**config.mk**
```make
export PLATFORM = sky130hd
export DESIGN_NAME = modular_exponentiation
export DESIGN_NICKNAME = d
export VERILOG_FILES = /design/src/rtl/mexp_pkg.sv /design/src/rtl/modular_exponentiation.sv
export SDC_FILE = /design/constraint.sdc
export NUM_CORES = 1
export LEC_CHECK = 0
export ABC_AREA = 1
export BUFFER_PORTS_ARGS = -buffer_cell sky130_fd_sc_hd__buf_2
export CAP_MARGIN = 15
export CORE_ASPECT_RATIO = 1.1
export CORE_MARGIN = 1
export CORE_UTILIZATION = 50
export CTS_CLUSTER_DIAMETER = 80
export DETAILED_ROUTE_END_ITERATION = 16
export GPL_TIMING_DRIVEN = 0
export PLACE_DENSITY = 0.68
export SYNTH_ARGS = -nofsm -noshare
export SYNTH_HDL_FRONTEND = slang
export SYNTH_SLANG_ARGS = --single-unit
```
**constraint.sdc**
```tcl
create_clock -name clk -period 13.4 [get_ports clk]
set_clock_uncertainty 0.1 [all_clocks]
set_input_delay 1.34 -clock clk [delete_from_list [all_inputs] [get_ports clk]]
set_output_delay 1.34 -clock clk [all_outputs]
set_load 0.01 [all_outputs]
```
**src/rtl/mexp_pkg.sv**
```systemverilog
package mexp_pkg;

    localparam int unsigned DEFAULT_WIDTH = 32;
    localparam int unsigned FIELD_W       = 32;
    localparam int unsigned PC_W          = 4;

    typedef logic [PC_W-1:0] pc_t;

    localparam pc_t PC_START   = 4'd0;
    localparam pc_t PC_MUL_RED = 4'd3;
    localparam pc_t PC_CHECK_E = 4'd5;
    localparam pc_t PC_MUL_RB  = 4'd7;
    localparam pc_t PC_LD_BB   = 4'd9;
    localparam pc_t PC_MUL_BB  = 4'd10;
    localparam pc_t PC_DONE    = 4'd12;
    localparam pc_t PC_ERR     = 4'd13;
    localparam pc_t PC_UNIT    = 4'd14;

    typedef enum logic [3:0] {
        OP_NOP,
        OP_LD_RED,
        OP_MUL,
        OP_TAKE_B,
        OP_LD_RB,
        OP_TAKE_R,
        OP_LD_BB,
        OP_TAKE_SQ,
        OP_FIN_R,
        OP_FIN_ERR,
        OP_FIN_ZERO
    } op_t;

    typedef enum logic [2:0] {
        COND_NONE,
        COND_ALWAYS,
        COND_MZERO,
        COND_MONE,
        COND_EZERO,
        COND_ELSB0,
        COND_MORE
    } cond_t;

    typedef struct packed {
        op_t   op;
        cond_t cond;
        pc_t   target;
    } ctrl_t;

    typedef struct packed {
        logic [FIELD_W-1:0] base;
        logic [FIELD_W-1:0] exponent;
        logic [FIELD_W-1:0] modulus;
    } mexp_req_t;

    typedef struct packed {
        logic [FIELD_W-1:0] power_mod;
        logic               modulus_zero;
    } mexp_rsp_t;

    function automatic ctrl_t ucode(input pc_t pc);
        ctrl_t w;
        unique case (pc)
            4'd0:    w = '{OP_NOP,      COND_MZERO,  PC_ERR};
            4'd1:    w = '{OP_NOP,      COND_MONE,   PC_UNIT};
            4'd2:    w = '{OP_LD_RED,   COND_NONE,   PC_START};
            4'd3:    w = '{OP_MUL,      COND_MORE,   PC_MUL_RED};
            4'd4:    w = '{OP_TAKE_B,   COND_NONE,   PC_START};
            4'd5:    w = '{OP_NOP,      COND_EZERO,  PC_DONE};
            4'd6:    w = '{OP_LD_RB,    COND_ELSB0,  PC_LD_BB};
            4'd7:    w = '{OP_MUL,      COND_MORE,   PC_MUL_RB};
            4'd8:    w = '{OP_TAKE_R,   COND_NONE,   PC_START};
            4'd9:    w = '{OP_LD_BB,    COND_NONE,   PC_START};
            4'd10:   w = '{OP_MUL,      COND_MORE,   PC_MUL_BB};
            4'd11:   w = '{OP_TAKE_SQ,  COND_ALWAYS, PC_CHECK_E};
            4'd12:   w = '{OP_FIN_R,    COND_NONE,   PC_START};
            4'd13:   w = '{OP_FIN_ERR,  COND_NONE,   PC_START};
            4'd14:   w = '{OP_FIN_ZERO, COND_NONE,   PC_START};
            default: w = '{OP_FIN_ERR,  COND_NONE,   PC_START};
        endcase
        return w;
    endfunction

endpackage

```
**src/rtl/modular_exponentiation.sv**
```systemverilog
// Computes base ** exponent mod modulus on one request at a time, with operands taken
// modulo 2**WIDTH. A modulus of zero returns 0 with modulus_zero set; a modulus of one
// returns 0. A short microprogram in a control ROM steps a shared modular multiplier
// that retires one multiplier bit per cycle (double, conditional add, reduce against m
// and 2m). The multiplier loop sets the run time: one multiplication reduces the base at
// the start, then every exponent bit up to the most significant set bit costs a squaring
// and, where the bit is set, a multiplication into the result. A new request is taken
// as soon as the previous result is in the output register.
module modular_exponentiation #(
    parameter int unsigned WIDTH = mexp_pkg::DEFAULT_WIDTH
) (
    input  logic                clk,
    input  logic                rst_n,
    input  logic                in_valid,
    output logic                in_ready,
    input  mexp_pkg::mexp_req_t in_data,
    output logic                out_valid,
    input  logic                out_ready,
    output mexp_pkg::mexp_rsp_t out_data
);

    localparam int unsigned CNT_W = (WIDTH > 1) ? $clog2(WIDTH) : 1;

    typedef logic [WIDTH-1:0] opnd_t;
    typedef logic [WIDTH+1:0] wide_t;

    opnd_t               b_reg, b_next;
    opnd_t               e_reg, e_next;
    opnd_t               m_reg, m_next;
    opnd_t               r_reg, r_next;
    opnd_t               acc_reg, acc_next;
    opnd_t               mcand_reg, mcand_next;
    opnd_t               mplier_reg, mplier_next;
    logic [CNT_W-1:0]    cnt_reg, cnt_next;
    mexp_pkg::pc_t       pc_reg, pc_next;
    logic                busy_reg, busy_next;
    logic                out_valid_reg, out_valid_next;
    mexp_pkg::mexp_rsp_t out_data_reg, out_data_next;

    mexp_pkg::ctrl_t     ctrl;
    wide_t               sum;
    wide_t               m1;
    wide_t               m2;
    opnd_t               mul_res;
    logic                hit;
    logic                fin;
    logic                stall;
    logic                accept;

    assign ctrl     = mexp_pkg::ucode(pc_reg);
    assign in_ready = !busy_reg;
    assign accept   = in_valid && in_ready;

    assign out_valid = out_valid_reg;
    assign out_data  = out_data_reg;

    assign m1  = {2'b00, m_reg};
    assign m2  = {1'b0, m_reg, 1'b0};
    assign sum = {1'b0, acc_reg, 1'b0} + (mplier_reg[WIDTH-1] ? {2'b00, mcand_reg} : '0);

    always_comb
    begin
        if (sum >= m2)
        begin
            mul_res = WIDTH'(sum - m2);
        end
        else if (sum >= m1)
        begin
            mul_res = WIDTH'(sum - m1);
        end
        else
        begin
            mul_res = WIDTH'(sum);
        end
    end

    always_comb
    begin
        unique case (ctrl.cond)
            mexp_pkg::COND_NONE:   hit = 1'b0;
            mexp_pkg::COND_ALWAYS: hit = 1'b1;
            mexp_pkg::COND_MZERO:  hit = (m_reg == '0);
            mexp_pkg::COND_MONE:   hit = (m_reg == WIDTH'(1));
            mexp_pkg::COND_EZERO:  hit = (e_reg == '0);
            mexp_pkg::COND_ELSB0:  hit = !e_reg[0];
            mexp_pkg::COND_MORE:   hit = (cnt_reg != '0);
            default:               hit = 1'b0;
        endcase
    end

    assign fin = (ctrl.op == mexp_pkg::OP_FIN_R) || (ctrl.op == mexp_pkg::OP_FIN_ERR)
              || (ctrl.op == mexp_pkg::OP_FIN_ZERO);
    assign stall = fin && out_valid_reg && !out_ready;

    always_comb
    begin
        b_next         = b_reg;
        e_next         = e_reg;
        m_next         = m_reg;
        r_next         = r_reg;
        acc_next       = acc_reg;
        mcand_next     = mcand_reg;
        mplier_next    = mplier_reg;
        cnt_next       = cnt_reg;
        pc_next        = pc_reg;
        busy_next      = busy_reg;
        out_valid_next = out_valid_reg && !out_ready;
        out_data_next  = out_data_reg;

        if (!busy_reg)
        begin
            if (accept)
            begin
                b_next    = WIDTH'(in_data.base);
                e_next    = WIDTH'(in_data.exponent);
                m_next    = WIDTH'(in_data.modulus);
                pc_next   = mexp_pkg::PC_START;
                busy_next = 1'b1;
            end
        end
        else if (!stall)
        begin
            pc_next = hit ? ctrl.target : mexp_pkg::pc_t'(pc_reg + 1'b1);
            unique case (ctrl.op)
                mexp_pkg::OP_NOP:
                begin
                end
                mexp_pkg::OP_LD_RED:
                begin
                    acc_next    = '0;
                    mcand_next  = WIDTH'(1);
                    mplier_next = b_reg;
                    cnt_next    = CNT_W'(WIDTH - 1);
                    r_next      = WIDTH'(1);
                end
                mexp_pkg::OP_MUL:
                begin
                    acc_next    = mul_res;
                    mplier_next = {mplier_reg[WIDTH-2:0], 1'b0};
                    cnt_next    = cnt_reg - 1'b1;
                end
                mexp_pkg::OP_TAKE_B:
                begin
                    b_next = acc_reg;
                end
                mexp_pkg::OP_LD_RB:
                begin
                    acc_next    = '0;
                    mcand_next  = r_reg;
                    mplier_next = b_reg;
                    cnt_next    = CNT_W'(WIDTH - 1);
                end
                mexp_pkg::OP_TAKE_R:
                begin
                    r_next = acc_reg;
                end
                mexp_pkg::OP_LD_BB:
                begin
                    acc_next    = '0;
                    mcand_next  = b_reg;
                    mplier_next = b_reg;
                    cnt_next    = CNT_W'(WIDTH - 1);
                end
                mexp_pkg::OP_TAKE_SQ:
                begin
                    b_next = acc_reg;
                    e_next = e_reg >> 1;
                end
                mexp_pkg::OP_FIN_R:
                begin
                    out_data_next  = '{power_mod: mexp_pkg::FIELD_W'(r_reg), modulus_zero: 1'b0};
                    out_valid_next = 1'b1;
                    busy_next      = 1'b0;
                end
                mexp_pkg::OP_FIN_ERR:
                begin
                    out_data_next  = '{power_mod: '0, modulus_zero: 1'b1};
                    out_valid_next = 1'b1;
                    busy_next      = 1'b0;
                end
                mexp_pkg::OP_FIN_ZERO:
                begin
                    out_data_next  = '{power_mod: '0, modulus_zero: 1'b0};
                    out_valid_next = 1'b1;
                    busy_next      = 1'b0;
                end
                default:
                begin
                end
            endcase
        end
    end

    always_ff @(posedge clk or negedge rst_n)
    begin
        if (!rst_n)
        begin
            pc_reg        <= mexp_pkg::PC_START;
            busy_reg      <= 1'b0;
            out_valid_reg <= 1'b0;
        end
        else
        begin
            pc_reg        <= pc_next;
            busy_reg      <= busy_next;
            out_valid_reg <= out_valid_next;
        end
    end

    always_ff @(posedge clk)
    begin
        b_reg        <= b_next;
        e_reg        <= e_next;
        m_reg        <= m_next;
        r_reg        <= r_next;
        acc_reg      <= acc_next;
        mcand_reg    <= mcand_next;
        mplier_reg   <= mplier_next;
        cnt_reg      <= cnt_next;
        out_data_reg <= out_data_next;
    end

    a_err_zero: assert property (@(posedge clk) disable iff (!rst_n)
        out_valid && out_data.modulus_zero |-> out_data.power_mod == '0)
        else $error("error response carries a nonzero power");

    a_reduced: assert property (@(posedge clk) disable iff (!rst_n)
        busy_reg && pc_reg >= mexp_pkg::PC_CHECK_E && pc_reg <= mexp_pkg::PC_DONE
        |-> r_reg < m_reg && b_reg < m_reg && acc_reg < m_reg)
        else $error("operand not reduced below modulus");

    a_rise_from_run: assert property (@(posedge clk) disable iff (!rst_n)
        $rose(out_valid) |-> $past(busy_reg) && !busy_reg)
        else $error("response appeared without a finishing step");

endmodule
```
# Yosys cells after proc, flatten, opt, wreduce, memory -nomap -nowiden
# Memory sizes are Yosys's and may differ from the RTL's.
# Cells that the tools add are included.
# W data, S select, Z words.
[totals]
wordCells = 100
mem_bits_ro = 176
out_inout_bits = 35
mem_count = 1
inputBits = 100
regBits = 268
[op_classes]
bitwise = 2
eq_ne = 20
reduce_logical = 28
n_mux = 29
add_sub_neg = 5
magnitude_cmp = 2
[memory_table]
columns = ["name", "depth", "word_bits", "read_ports", "rd_ports_with_merged_regs", "write_ports", "line", "text"]
rows = [
  ["(name not given)", 16, 11, 1, 0, 0, "mexp_pkg.sv:62", "unique case (pc)"],
]
[op_table]
columns = ["op", "count"]
rows = [
  ["$mux W32", 11],
  ["$pmux W32 S2", 3],
  ["$pmux W33 S3", 1],
  ["$pmux W32 S3", 1],
  ["$logic_not A32 Y1", 2],
  ["$sub A32 B32 Y32", 2],
  ["$add A33 B32 Y34", 1],
  ["$ge A34 B32 Y1", 1],
  ["$ge A34 B33 Y1", 1],
  ["$eq A32 B1 Y1 const B", 1],
  ["$reduce_and A3 Y1", 6],
  ["$eq A4 B3 Y1 const B", 4],
  ["$mux W4", 4],
  ["$eq A4 B4 Y1 const B", 3],
  ["$pmux W5 S2", 1],
  ["$eq A3 B3 Y1 const B", 3],
  ["$eq A4 B2 Y1 const B", 2],
  ["$mux W1", 7],
  ["$eq A3 B2 Y1 const B", 2],
  ["$pmux W1 S6", 1],
  ["$reduce_bool A2 Y1", 3],
  ["$reduce_bool A3 Y1", 2],
  ["$reduce_or A3 Y1", 2],
  ["$reduce_bool A5 Y1", 1],
  ["other kinds (12)", 21],
]

# Longest topological paths before layout
# An unclocked memory read counts as a cell.
[logic_depth]
ltp_word = 8
mapped_depth = 33
ltp_nobuf = 31

# Worst setup path before layout
# No wires, ideal clock.
[synth_path]
path_type = "input to register"
start = "input port in_valid"
end = "register e_reg[0] (enable)"
path_slack_ns = 8.120
path_stages = 4
t_arrival_ns = 4.748
n_path_buf = 0
t_required_ns = 12.868
setup_time_ns = 0.432
path_cell_list = "inv_1 > nor2_1 > nor2_1 > a21oi_1"
[synth_via]
elab_chain_len = 3
[synth_rtl]
columns = ["item", "line", "text"]
rows = [
  ["start, declared", "modular_exponentiation.sv:14", "input logic in_valid,"],
  ["$logic_and A1 B1 Y1", "modular_exponentiation.sv:52", "assign accept = in_valid && in_ready;"],
  ["$reduce_bool A2 Y1 (no source line)", "-", ""],
  ["$reduce_and A3 Y1 (no source line)", "-", ""],
  ["end signal, assigned", "modular_exponentiation.sv:213", "e_reg <= e_next;"],
  ["end, declared", "modular_exponentiation.sv:28", "opnd_t e_reg, e_next;"],
]
# No other way between the ends.
# A chain may end at the register's enable or synchronous reset.

# Final worst setup path
[layout_path]
start = "register mplier_reg[31]"
end = "register acc_reg[15] (data pin)"
[layout_via]
elab_chain_len = 6
elab_cells_between_ends = 9
classes_between = "3 x add/sub; 2 x order compare; 4 x mux"
[layout_rtl]
columns = ["item", "line", "text"]
rows = [
  ["start, declared", "modular_exponentiation.sv:33", "opnd_t mplier_reg, mplier_next;"],
  ["start signal, assigned", "modular_exponentiation.sv:218", "mplier_reg <= mplier_next;"],
  ["$mux W32 *", "modular_exponentiation.sv:59", "assign sum = {1'b0, acc_reg, 1'b0} + (mplier_reg[WIDTH-1] ? {2'b00, mcand_reg} : '0);"],
  ["$add A33 B32 Y34 *", "modular_exponentiation.sv:59", ""],
  ["$sub A32 B32 Y32 or $ge A34 B32 Y1 (tied branches)", "modular_exponentiation.sv:69, modular_exponentiation.sv:67", ""],
  ["$mux W32", "modular_exponentiation.sv:67", "else if (sum >= m1)"],
  ["$mux W32 *", "modular_exponentiation.sv:63", "if (sum >= m2)"],
  ["$pmux W32 S2 *", "modular_exponentiation.sv:124", "unique case (ctrl.op)"],
  ["end signal, assigned", "modular_exponentiation.sv:216", "acc_reg <= acc_next;"],
  ["end, declared", "modular_exponentiation.sv:31", "opnd_t acc_reg, acc_next;"],
]
# Every way passes the cells marked *; elsewhere a longest branch is shown, timed or not.

==> impl_metrics.prom <==
# TYPE chip_impl_metric gauge
chip_impl_metric{name="placement_rows",unit=""} 74
chip_impl_metric{name="start_util",unit="%"} 50.9
chip_impl_metric{name="ioPinCount",unit=""} 135
chip_impl_metric{name="period_needed",unit="ns"} 5.73
chip_impl_metric{name="max_slew_margin",unit="%"} 37.1
chip_impl_metric{name="max_freq",unit="MHz"} 174
chip_impl_metric{name="grt_overflow_total",unit=""} 0
chip_impl_metric{name="dr_total_vias",unit=""} 16900
chip_impl_metric{name="global_route_usage_sum",unit="%"} 29.8
chip_impl_info{name="timing.critical_path.to_type",value="flop"} 1
chip_impl_metric{name="critical-path-max-stage-delay",unit="ns"} 0.54
chip_impl_metric{name="die_y",unit="um"} 206
chip_impl_metric{name="setup-tns-final",unit="ns"} 0
chip_impl_metric{name="yosysWarnings",unit=""} 0
chip_impl_metric{name="nets",unit=""} 2898
chip_impl_info{name="rsz0062_at_grt",value="false"} 1
chip_impl_metric{name="timing.critical_path.fanout_max",unit=""} 10
chip_impl_info{name="critPathLaunchType",value="flop"} 1
chip_impl_info{name="status",value="completed"} 1
chip_impl_info{name="clk_root_buffer_cell",value="clkbuf_16"} 1
chip_impl_metric{name="routed_wirelength",unit="um"} 57600
chip_impl_info{name="crit_top_cell",value="nand2_2"} 1
chip_impl_metric{name="drt_iter0_markers",unit=""} 1461
chip_impl_metric{name="avgViaCountPerCell",unit=""} 5.26
chip_impl_metric{name="netlist_area",unit="um^2"} 18900
chip_impl_metric{name="synthToLayoutAreaGrowth",unit="%"} 13.3
chip_impl_metric{name="area_fraction_in_compound_gates_after_synthesis",unit="%"} 8.57
chip_impl_metric{name="max_cap_viol_count",unit=""} 0
chip_impl_metric{name="worstMarginPinSlew",unit="ns"} 0.938
chip_impl_metric{name="clock_sinks",unit=""} 268
chip_impl_info{name="cp_slowest_cell",value="edfxtp_1"} 1
chip_impl_metric{name="drt-wirelength-per-cell",unit="um"} 18.0
chip_impl_metric{name="postSynthAreaPerCell",unit="um^2"} 7.51
chip_impl_metric{name="core-area",unit="um^2"} 37200
chip_impl_metric{name="sequential_cell_area_fraction_in_the_yosys_report",unit="%"} 42.4
chip_impl_metric{name="grt_max_degree",unit=""} 70
chip_impl_metric{name="yosys_register_bits",unit=""} 268
chip_impl_metric{name="clk-insertion-delay-late",unit="ns"} 0.59
chip_impl_info{name="synth_top_family_by_area",value="simple AND/OR/NAND/NOR gates"} 1
chip_impl_metric{name="post_cts.repair.setup_buffers",unit=""} 0
chip_impl_metric{name="portBuffers",unit=""} 134
chip_impl_metric{name="first_pass_iters",unit=""} 5
chip_impl_metric{name="post_synth_xor_area_fraction",unit="%"} 3.05
chip_impl_metric{name="clock_tree.htree_level_count",unit=""} 1
chip_impl_metric{name="number_of_antenna_violations_at_the_first_check_in_global_routing",unit=""} 0
chip_impl_metric{name="hold_viol_final",unit=""} 0
chip_impl_metric{name="post_synth_fa_ha_maj_area_fraction",unit="%"} 6.99
chip_impl_metric{name="cts_inserted_buffers",unit=""} 30
chip_impl_metric{name="clock_tree.buffer_depth",unit=""} 3
chip_impl_metric{name="hpwl",unit="um"} 46600
chip_impl_metric{name="final-max-slew-violation-count",unit=""} 0
chip_impl_metric{name="worstPathArrival",unit="ns"} 5.97
chip_impl_metric{name="grt_pass1_vias",unit=""} 16300
chip_impl_metric{name="largest_reg_flops",unit=""} 33
chip_impl_metric{name="syn_inst",unit=""} 2519
chip_impl_metric{name="final_min_period_over_clock_period",unit="%"} 42.8
chip_impl_metric{name="die_area",unit="um^2"} 38600
chip_impl_metric{name="route.antenna.remaining_nets",unit=""} 0
chip_impl_metric{name="yosys.area_share.simple",unit="%"} 28.7
chip_impl_info{name="clock_tree_from_tritoncts",value="done"} 1
chip_impl_metric{name="grt_pass1_wl",unit="um"} 88200
chip_impl_metric{name="finalSetupViolCount",unit=""} 0
chip_impl_info{name="path_class",value="flop to flop"} 1
chip_impl_metric{name="die_x",unit="um"} 188
chip_impl_metric{name="antenna_cells",unit=""} 0
chip_impl_metric{name="cts-resized-gates",unit=""} 0
chip_impl_metric{name="drc",unit=""} 0
chip_impl_metric{name="holdPathStages",unit=""} 2
chip_impl_info{name="hold_class",value="flop to flop"} 1
chip_impl_metric{name="worst-endpoint-required",unit="ns"} 13.64
chip_impl_metric{name="cts-hold-fix-buffers",unit=""} 0
chip_impl_metric{name="syn-num-nets",unit=""} 2723
chip_impl_metric{name="post_route_cells_drive_above_1_share",unit="%"} 11.5
chip_impl_metric{name="worst_setup_hold_path_clk_slew",unit="ns"} 0.07
chip_impl_metric{name="worst-r2r-cell-count",unit=""} 29
chip_impl_metric{name="gp_congestion",unit=""} 1.02
chip_impl_metric{name="synthDistinctLibCells",unit=""} 50
chip_impl_metric{name="synth_mux_area_share",unit="%"} 0
## layout make-up
| cell class | count | area, um^2 |
|---|---|---|
| fill | 3591 | 15800 |
| multi-input combinational | 1751 | 9000 |
| sequential | 268 | 8020 |
| inverter | 442 | 1660 |
| timing repair buffer | 143 | 807 |
| clock buffer | 34 | 787 |
| tap | 494 | 618 |
| buffer | 58 | 298 |
| clock inverter | 21 | 258 |
## layer usage
layer | global-route usage, % | share of wire (%) | routed length (um) | vias up
li1 | - | - | - | 8418
met5 | 0 | 0 | 0 | -
met2 | 52.9 | 48 | 27700 | 584
met4 | 13.9 | 4.9 | 2820 | 0
met1 | 37.1 | 42 | 24100 | 7755
met3 | 2.28 | 5.3 | 3050 | 128
## cells in the mapped netlist, drive strengths merged
library cell | count | share of area, %
inv | 441 | 8.7
edfxtp | 262 | 42
a21o | 7 | 0.28
nand3 | 120 | 3.5
xnor2 | 17 | 0.79
nor4 | 17 | 0.56
ha | 101 | 6.7
clkinv | 1 | 0.020
a21oi | 107 | 3.1
nand2b | 1 | 0.033
nor3 | 18 | 0.50
o221ai | 1 | 0.046
xor2 | 49 | 2.3
nand4 | 36 | 1.2
fa | 3 | 0.32
and3 | 1 | 0.033
o31ai | 1 | 0.040
o22ai | 13 | 0.43
nor2 | 258 | 5.4
o21bai | 18 | 0.71
buf | 22 | 0.86
o21ai | 130 | 3.5
nor3b | 1 | 0.066
or2 | 5 | 0.17
nand3b | 9 | 0.36
o21a | 3 | 0.12
a31oi | 4 | 0.17
and2 | 7 | 0.23
clkbuf | 36 | 0.71
dfrtp | 6 | 0.79
a21boi | 2 | 0.14
nand2 | 822 | 17
## cells in the final DEF, fill, tap and decap left out, types with 6 or more instances in the layout
cell type / n
nor3_1: 15
nand3_1: 108
o21bai_1: 18
inv_1: 419
buf_6: 11
nand2_2: 20
a21oi_1: 91
nor2_2: 10
dfrtp_1: 6
clkbuf_16: 31
buf_2: 144
nand3b_1: 9
o22ai_1: 13
xnor2_1: 17
o21ai_0: 100
nor4_1: 17
a21o_1: 7
inv_2: 21
nand2_1: 800
and2_1: 7
edfxtp_1: 262
o21ai_1: 25
nand3_2: 11
ha_1: 101
a21oi_2: 14
nor2_1: 243
clkbuf_1: 39
xor2_1: 49
nand4_1: 36
## critical path: cells and delay by family (launching register included)
family | cells | cell delay [ns]
compound gates | 4 | 0.81
xor+xnor | 1 | 0.49
fa+ha+maj | 3 | 1.06
buf+inv | 7 | 1.25
flops | 1 | 0.54
simple gates | 14 | 1.25
## metrics by stage
stage	std cells	instance area (um^2)	worst slack, ns	hold WS (ns)	utilization (%)
after detailed placement	3156	20400	7.71	0.402	54.8
after CTS	3211	21400	7.71	0.415	57.6
after floorplan	2519	18900	8.12	0.387	-
after global placement	3147	20200	6.39	0.394	54.3
final	3211	21400	7.67	0.413	57.6
after global routing	3211	21400	7.31	0.431	57.6
## cells by family (layout without fill, tap and decap cells)
group | count (synthesis) | count (layout)
compound gates | 286 | 286
simple gates | 1295 | 1295
buf+inv | 500 | 698
xor+xnor | 66 | 66
fa+ha+maj | 104 | 104
flops | 268 | 268
## worst paths after layout
kind,startpoint,to,slack [ns]
max in group asynchronous,rst_n,pc_reg[2]$_DFFE_PN0P_,12.55
min,mplier_reg[3]$_DFFE_PP_,mplier_reg[4]$_DFFE_PP_,0.41
min reg2reg,mplier_reg[3]$_DFFE_PP_,mplier_reg[4]$_DFFE_PP_,0.41
max,mplier_reg[31]$_DFFE_PP_,acc_reg[15]$_SDFFCE_PN0P_,7.67
max reg2reg,mplier_reg[31]$_DFFE_PP_,acc_reg[15]$_SDFFCE_PN0P_,7.67
min in group asynchronous,rst_n,busy_reg$_DFF_PN0_,0.50
Power is not shown: default switching activity piles up to over one toggle a cycle in this logic, so the estimate is an artifact.
